`src/sv/scal_mul.sv`:
```
module scal_mul (
    input  logic                clk,
    input  logic signed [15:0]  a,
    input  logic signed [16:0]  b,
    output logic signed [32:0]  p
);

    logic signed [32:0] p_reg;

    always_ff @(posedge clk)
    begin
        p_reg <= 33'(a) * 33'(b);
    end

    assign p = p_reg;

endmodule

```
`config.mk`:
```
export PLATFORM = sky130hd
export DESIGN_NAME = scal_mul
export DESIGN_NICKNAME = d
export VERILOG_FILES = /design/src/sv/scal_mul.sv
export SDC_FILE = /design/constraint.sdc
export NUM_CORES = 1
export LEC_CHECK = 0
export ABC_AREA = 1
export ABC_CLOCK_PERIOD_IN_PS = 13620
export BUFFER_PORTS_ARGS = -buffer_cell sky130_fd_sc_hd__buf_4
export CAP_MARGIN = 40
export CORE_ASPECT_RATIO = 0.75
export CORE_MARGIN = 1
export CORE_UTILIZATION = 40
export DETAILED_ROUTE_END_ITERATION = 16
export GPL_ROUTABILITY_DRIVEN = 0
export PLACE_DENSITY = 0.67
export SETUP_SLACK_MARGIN = 0.4
export SLEW_MARGIN = 10
export SYNTH_ARGS = -nofsm -noshare
export SYNTH_HDL_FRONTEND = slang
export SYNTH_SLANG_ARGS = --single-unit
```
`constraint.sdc`:
```
create_clock -name clk -period 13.62 [get_ports clk]
set_clock_uncertainty 0.15 [all_clocks]
set_input_delay 2.724 -clock clk [delete_from_list [all_inputs] [get_ports clk]]
set_output_delay 2.724 -clock clk [all_outputs]
set_load 0.01 [all_outputs]
```
==> impl_metrics.py <==
metrics = {
    "timing": {
        "tightest_slew_ns": 0.728,
        "setup_viol": 0,
        "fin_crit_ns": 8.07,
        "relSlewSlack": 0.514,
        "max_freq_ghz": 0.124,
        "tns_ns": 0,
        "drv_slew": 0,
        "fin_crit_sh": 0.593,
        "finalHoldViolCount": 0,
        "rsz0062_at_grt": "no",
    },
    "die": {
        "die_y_um": 152,
        "core_area_sq_um": 29300,
        "die_w_um": 202,
        "io_pins": 67,
        "fp-row-count": 54,
        "start_util": 0.410,
        "dieArea_sq_um": 30700,
    },
    "drt": {
        "drtIter0Drc": 641,
        "vias": 9306,
        "routedWlPerCell_um": 14.4,
        "dr.pass1.iters": 5,
        "viasPerCell": 4.72,
        "drcViolationCount": 0,
        "routed_wl_um": 28300,
        "antenna_left": 0,
    },
    "clock_tree": {
        "htreeDepth": 2,
        "tritoncts": "built",
        "cts_resized": 0,
        "cts_root_buf": "clkbuf_16",
        "post_cts_buffers": 0,
        "holdBufCountCts": 0,
        "numCtsBuffers": 5,
        "cts_sinks": 33,
        "clockBufferDepth": 2,
        "clkTransAtPathRegs_ns": 0.05,
    },
    "layout": {
        "areaGrowthSynthToFinish_pct": 7.53,
        "n_antenna_cell": 0,
        "largest_reg_flops": 33,
        "drive_gt1_frac": 0.0646,
        "fin_nets": 1973,
    },
    "logic_synthesis": {
        "seq_area_frac_synth": 0.0551,
        "synth-compound-area-share": 0.0194,
        "synth_top_area_frac": 0.461,
        "yosys-mux-area-fraction": 0,
        "synth_ff_type": "dfxtp_1",
        "synth_edf_count": 0,
        "synth_nets": 1960,
        "synth_top_family_by_area": "adder cells",
        "synth_area_sq_um": 12000,
        "syn-instance-count": 1566,
        "synth_area_leaders": "fa_1 46%, inv_1 16%, nand2_1 13%",
        "synthSimpleGateAreaFrac": 0.187,
        "synth_xor_area_frac": 0.0131,
        "ys_types": 26,
        "avgSynthCellArea_sq_um": 7.66,
        "synth_fa_ha_area_frac": 0.548,
        "async_flop_share": 0,
        "yosys.area.top_type": "fa_1",
        "yosys_register_bits": 33,
        "yosys_warnings": 0,
    },
    "min_path": {
        "min-delay-start": "a[0]",
        "min_path_type": "in -> reg",
    },
    "grt": {
        "antenna_found_initial": 0,
        "grt_pass1_wl_um": 50200,
        "overflow": 0,
        "grt_pass1_vias": 10200,
        "track_usage": 0.202,
        "grt_start_max_net_pins": 19,
    },
    "placed_design": {
        "dp.final_hpwl_um": 24500,
        "io_buffers": 66,
    },
    "flow_run": {
        "maxCapViolCount": 0,
    },
    "setup_path": {
        "arrival_ns": 8.09,
        "worstPathMaxFanout": 17,
        "worst_ep_required_time_ns": 13.64,
        "startpoint": "a[1]",
        "end_kind": "flop",
        "start_kind": "input pin",
        "critPathKind": "in -> reg",
    },
    "status": {
        "status": "complete, no violations",
    },
}
-- synthesized netlist by cell type, types with 5 or more instances --
library cell and n:
a21oi_1 28, inv_1 504, nor2_1 43, xor2_1 15, fa_1 276, or2_2 5
clkbuf_1 60, o21ai_0 8, nand3_1 28, nand2_2 7, nand2_1 428, o21bai_1 6
ha_1 84, nand4_1 14, nor2_2 6, dfxtp_1 33
-- worst paths after layout --
kind	to	slack (ns)	cells after the start
worst max-delay path	p[29]	5.55	19
worst min-delay path	p[0]	2.67	3
-- final cells by class --
class	count	area [sq um]
fill	2953	16400
multi-input combinational	967	9210
inverter	506	1900
sequential	33	661
timing repair buffer	66	495
tap	392	490
clock buffer	7	143
-- per-layer routing --
layer,GRT usage,share of wire
met1,0.283,0.44
met3,0.0221,0.066
met5,0,0
met2,0.341,0.48
met4,0.0361,0.016
-- critical path: stages --
cell,delay (ns)
buf_4,0.19
nand2_1,0.13
inv_1,0.09
fa_1,0.65
fa_1,0.85
inv_1,0.15
fa_1,0.53
fa_1,0.57
fa_1,0.43
fa_1,0.49
inv_1,0.04
ha_1,0.36
nand2_1,0.14
nor2_1,0.21
nand2_1,0.13
nor3_2,0.12
nand2_1,0.12
nand4_1,0.10
nand2_1,0.05
-- stage by stage --
step           utilization  std cells  cell area [sq um]  setup WS (ns)  hold slack [ns]
2_1_floorplan            -       1566              12000           5.67             2.67
3_5_place_dp         0.436       1964              12800           5.29             2.94
6_report             0.441       1971              12900           5.55             2.67
5_1_grt              0.441       1971              12900           5.20             2.70
4_1_cts              0.441       1971              12900           5.55             2.65
3_3_place_gp         0.436       1964              12800           5.38             2.94
-- cells by family after synthesis --
| group | count (synthesis) |
|---|---|
| buffers and inverters | 566 |
| AND/OR/NAND/NOR | 546 |
| adder cells (fa/ha/maj) | 360 |
| AO/OA/AOI/OAI | 43 |
| flip-flops | 33 |
| XOR/XNOR | 18 |
-- placed cells by master, fill, tap and decap left out, types with 3 or more instances in the layout --
master     count
inv_1        504
nand2_1      428
fa_1         276
ha_1          84
buf_4         66
nor2_1        43
dfxtp_1       33
nand3_1       28
a21oi_1       28
xor2_1        15
nand4_1       14
o21ai_0        8
nand2_2        7
o21bai_1       6
nor2_2         6
or2_2          5
clkbuf_16      5
nor3_2         4
nand3_2        3
xnor2_1        3
Power is left out: the tool's default activity adds up to more than one toggle a clock period on the data nets, which glitch-free logic cannot reach.
