$ cat src/sv/scal_pkg.sv
package scal_pkg;

    localparam int NUM_SENSORS_DEF = 10;
    localparam int AVG_SENSORS_DEF = 8;

    localparam logic [15:0] TEMP_NEG_MIN = 16'hFF38;
    localparam logic [15:0] TEMP_POS_MAX = 16'h0320;
    localparam logic [15:0] HUMI_MAX     = 16'h03E8;
    localparam logic signed [15:0] GAIN_ONE = 16'sd4096;

    // Divider operand widths: a fit dividend is |dy|*4096 + |dx|/2.
    localparam int DVD_W = 30;
    localparam int DVS_W = 17;

    localparam logic [2:0] SLOT_ACTION = 3'd4;

    localparam logic [15:0] ACT_FIT_T = 16'd1;
    localparam logic [15:0] ACT_FIT_H = 16'd2;
    localparam logic [15:0] ACT_RST_T = 16'd3;
    localparam logic [15:0] ACT_RST_H = 16'd4;

    localparam logic [4:0] GROUP_BASE = 5'd6;

    typedef enum logic [1:0] {
        ST_OK     = 2'd0,
        ST_RANGE  = 2'd1,
        ST_REJECT = 2'd2,
        ST_NONE   = 2'd3
    } status_t;

    typedef enum logic [3:0] {
        S_IDLE,
        S_DECODE,
        S_MUL_T,
        S_MUL_H,
        S_CAL_H,
        S_SUM,
        S_DIV,
        S_DIV_WAIT,
        S_RD1,
        S_RD2,
        S_FIT,
        S_MUL_O,
        S_OFF,
        S_OUT
    } state_t;

    function automatic logic signed [15:0] sat16(input logic signed [35:0] v);
        logic signed [15:0] r;
        if (v > 36'sd32767) begin
            r = 16'sh7FFF;
        end else if (v < -36'sd32768) begin
            r = 16'sh8000;
        end else begin
            r = v[15:0];
        end
        return r;
    endfunction

    // Rounds a Q12 product to an integer, ties toward plus infinity.
    function automatic logic signed [21:0] round_q12(input logic signed [32:0] p);
        logic signed [33:0] t;
        t = 34'(p) + 34'sd2048;
        return t[33:12];
    endfunction

    // Address divided by five through a reciprocal; exact for seven bits.
    function automatic logic [4:0] div5(input logic [6:0] a);
        logic [14:0] p;
        p = 15'(a) * 15'd205;
        return p[14:10];
    endfunction

endpackage

$ cat src/sv/scal_div.sv
module scal_div (
    input  logic                        clk,
    input  logic                        rst_n,
    input  logic                        start,
    input  logic [scal_pkg::DVD_W-1:0]  dividend,
    input  logic [scal_pkg::DVS_W-1:0]  divisor,
    output logic                        done,
    output logic [scal_pkg::DVD_W-1:0]  quotient
);

    localparam int CW = $clog2(scal_pkg::DVD_W + 1);

    logic [CW-1:0]               cnt_reg;
    logic                        done_reg;
    logic [scal_pkg::DVD_W-1:0]  q_reg;
    logic [scal_pkg::DVS_W-1:0]  rem_reg;
    logic [scal_pkg::DVS_W-1:0]  dvs_reg;
    logic [scal_pkg::DVS_W:0]    trial;
    logic                        fits;

    assign trial = {rem_reg, q_reg[scal_pkg::DVD_W-1]};
    assign fits  = trial >= {1'b0, dvs_reg};

    always_ff @(posedge clk or negedge rst_n)
    begin
        if (!rst_n) begin
            cnt_reg  <= '0;
            done_reg <= 1'b0;
        end else begin
            done_reg <= 1'b0;
            if (start) begin
                cnt_reg <= CW'(scal_pkg::DVD_W);
            end else if (cnt_reg != '0) begin
                cnt_reg <= cnt_reg - 1'b1;
                if (cnt_reg == CW'(1)) begin
                    done_reg <= 1'b1;
                end
            end
        end
    end

    // One quotient bit per cycle, restoring form.
    always_ff @(posedge clk)
    begin
        if (start) begin
            q_reg   <= dividend;
            rem_reg <= '0;
            dvs_reg <= divisor;
        end else if (cnt_reg != '0) begin
            if (fits) begin
                rem_reg <= scal_pkg::DVS_W'(trial - {1'b0, dvs_reg});
            end else begin
                rem_reg <= trial[scal_pkg::DVS_W-1:0];
            end
            q_reg <= {q_reg[scal_pkg::DVD_W-2:0], fits};
        end
    end

    assign done     = done_reg;
    assign quotient = q_reg;

endmodule

$ cat config.mk
export PLATFORM = sky130hd
export DESIGN_NAME = scal_div
export DESIGN_NICKNAME = d
export VERILOG_FILES = /design/src/sv/scal_pkg.sv /design/src/sv/scal_div.sv
export SDC_FILE = /design/constraint.sdc
export NUM_CORES = 1
export LEC_CHECK = 0
export ABC_AREA = 1
export BUFFER_PORTS_ARGS = -buffer_cell sky130_fd_sc_hd__buf_4
export CORE_AREA = 3 3 73 127
export DETAILED_ROUTE_END_ITERATION = 12
export DIE_AREA = 0 0 76 130
export GPL_TIMING_DRIVEN = 0
export MAX_ROUTING_LAYER = met4
export PLACE_DENSITY = 0.79
export SYNTH_ARGS = -nofsm -noshare
export SYNTH_HDL_FRONTEND = slang
export SYNTH_SLANG_ARGS = --single-unit
$ cat constraint.sdc
create_clock -name clk -period 1.9 [get_ports clk]
set_input_delay 0.19 -clock clk [delete_from_list [all_inputs] [get_ports clk]]
set_output_delay 0.19 -clock clk [all_outputs]
set_load 0.03 [all_outputs]
==> impl_metrics.ini <==
[route]
drt_pass1_iterations = 5
dr.first_iter.drc_count = 283
post_drt_via_cell_ratio = 5.17
antenna_left = 0
wl_per_cell_um = 15.5
wirelength_um = 11900
drc_errors = 0
vias = 3975

[final_layout]
num_antenna_cells = 0
multiInputGateArea_um2 = 2310
layout_common_cells = nand2_1 (198), buf_4 (100), inv_1 (75), edfxtp_1 (47), nand3_1 (27)
mostFrequentLayoutCell = nand2_1
syn_to_final_growth_pct = 43.6
drive_gt1_share_pct = 32.3
ff_latch_area_um2 = 1900
final_core_util_pct = 71.4
fillCellCount = 559
largest_reg_flops = 30
nets = 721

[power]
p_clk_share_pct = 21.7
switchingPower_uw = 2890
p_leak_uw = 0.00290
irDropWorstVdd_uv = 860
power.density_nw_per_um2 = 1250
p_sw_share_pct = 39.0
comb_power_share_pct = 50.0
intPower_uw = 4540
p_seq_share_pct = 28.3

[worst_setup_path]
crit_chain = inv_2 > ha_4 > inv_4 > fa_2 > nand3_4 > nand3_4 > nand2_8 > nand2_8 > buf_8 > nand2_4 > nand2_2 > o21ai_2
start_kind = flop
crit_path_end_kind = flop
cpPeakStageDelay_ns = 0.41
cp_slowest_cell = edfxtp_1
cp_data_required_time_ns = 2.17
cp_num_buf_inv = 3
cp_top_family = adder cells
crit_cells = 12
criticalPathCategory = reg -> reg
cp.arrival_ns = 2.28
r2r_cells = 12
path_max_fanout = 5

[yosys]
syn_nets = 605
netlist_instances = 534
ys_seq_area_share_pct = 46.0
synth-seq-cells = 70
ys_types = 35
synth_ff_type = edfxtp_1
synth_warnings = 0
ys_async_sr_fraction_pct = 8.57
syn_area_um2 = 4130
syn_area_per_cell_um2 = 7.74
synth_edf_count = 47

[sta]
rsz0062_at_grt = true
maxSlewHeadroom_pct = 71.3
finalMaxSlewViolations = 0
fmax_mhz = 499
max_slew.worst_pin.slew_ns = 0.431
fin_ws_ns = -0.106
finalHoldViolCount = 0
finalClockSkew_ns = 0.0101
fin_crit_sh_pct = 106
period_minus_slack_ns = 2.01
setup-violations-final = 17

[run_status]
violations = setup timing
status = finished with violations

[clocking]
root_buffer = clkbuf_16
cts_tree = yes
numCtsBuffers = 9
clock-sinks = 70
insertion_delay_ns = 0.34
cts.path.max_buffers = 2
ctsHtreeMaxLevel = 3
clk_transition_reported_paths_ns = 0.06

[global_route]
grt_pass1_vias = 4154
antenna_found_initial = 0
grt_pass1_wl_um = 18700
grt-ovfl-total = 0
track_usage_pct = 25.0
grt_max_degree = 19

[placed_design]
hpwlAfterDp_um = 8010
io_buffer_count = 80
gp_congestion = 0.968
preCtsSetupSlack_ns = -0.507

[die]
start_util_pct = 49.7
core_um2 = 8310
ioPinCount = 81
dieArea_um2 = 9880
die_w_um = 76
rows = 44
dieHeight_um = 130

[flow_run]
max-cap-violations = 0

[worst_hold_path]
hold_path_depth = 1
hold_class = in -> reg
what timing repair did:
action	4_1_cts	5_1_grt
hold endpoints to repair	6	0
pin swaps	13	10
endpoints found under the setup margin	47	18
gates resized for setup	44	41
buffers inserted	17	3
cloned	3	1
hold buffers	1	0
path summary, 6_finish.rpt:
kind	from	end	slack (ns)
max in group asynchronous	rst_n	cnt_reg[0]$_DFFE_PN0P_	1.57
min in group asynchronous	rst_n	cnt_reg[4]$_DFFE_PN0P_	0.21
min reg2reg	rem_reg[16]$_SDFFE_PP0P_	rem_reg[16]$_SDFFE_PP0P_	0.47
min	divisor[8]	dvs_reg[8]$_DFFE_PP_	0.03
max	quotient[29]$_DFFE_PP_	rem_reg[3]$_SDFFE_PP0P_	-0.11
max reg2reg	quotient[29]$_DFFE_PP_	rem_reg[3]$_SDFFE_PP0P_	-0.11
metrics by stage:
stage | hold WS (ns) | std cells | power (uW) | area, um^2 | TNS, ns
3_3_place_gp | 0.000270 | 729 | 4510 | 4930 | -15.70
3_5_place_dp | 0.00180 | 729 | 4590 | 4930 | -18.23
5_1_grt | 0.0231 | 769 | 7820 | 5940 | -2.65
6_report | 0.0268 | 769 | 7430 | 5940 | -1.11
2_1_floorplan | -0.106 | 534 | 3940 | 4190 | -0.527
4_1_cts | 0.0235 | 765 | 6900 | 5710 | -0.624
synthesized netlist by cell type (5+ instances only):
master	count	area share [%]
nor2_1	21	1.9
edfxtp_1	47	34
dfxtp_1	17	8.2
o21ai_1	5	0.61
inv_1	81	7.4
o21ai_0	5	0.61
nand2_1	216	20
dfrtp_1	6	3.6
xnor2_1	5	1.1
a21oi_1	12	1.5
nand2_2	5	0.76
clkbuf_1	7	0.64
ha_1	20	6.1
nand3_1	41	5.0
power groups by stage:
stage          Combinational (uW)  Sequential, uW  Clock, uW
5_1_grt                      4010            2130       1670
3_5_place_dp                 2530            2060          0
2_1_floorplan                1770            2170          0
3_3_place_gp                 2460            2050          0
4_1_cts                      3200            2090       1610
6_report                     3720            2110       1610
per-layer routing:
layer	global-route usage (%)	vias up	part of all wire, %
li1	-	1909	-
met1	22.5	1808	34
met2	47.0	188	53
met3	4.63	70	5.3
met4	17.6	0	7.3
met5	-	-	0
final cells by class:
| cell class | instances | area share [%] |
|---|---|---|
| multi-input combinational | 367 | 38.9 |
| sequential | 70 | 32.0 |
| timing repair buffer | 104 | 14.7 |
| inverter | 83 | 5.35 |
| clock buffer | 12 | 3.98 |
| tap | 115 | 2.42 |
| buffer | 14 | 1.90 |
| clock inverter | 3 | 0.653 |
| timing repair inverter | 1 | 0.126 |
cell families (layout without fill, tap and decap cells):
| logic type | count (synthesis) | count (layout) | synth area share, % |
|---|---|---|---|
| compound gates | 31 | 31 | 4.36 |
| xor+xnor | 7 | 7 | 1.48 |
| fa+ha+maj | 21 | 21 | 6.54 |
| buf+inv | 97 | 217 | 9.75 |
| flops | 70 | 70 | 46.0 |
| simple gates | 308 | 308 | 31.9 |
Power figures use the tool's default switching activity.
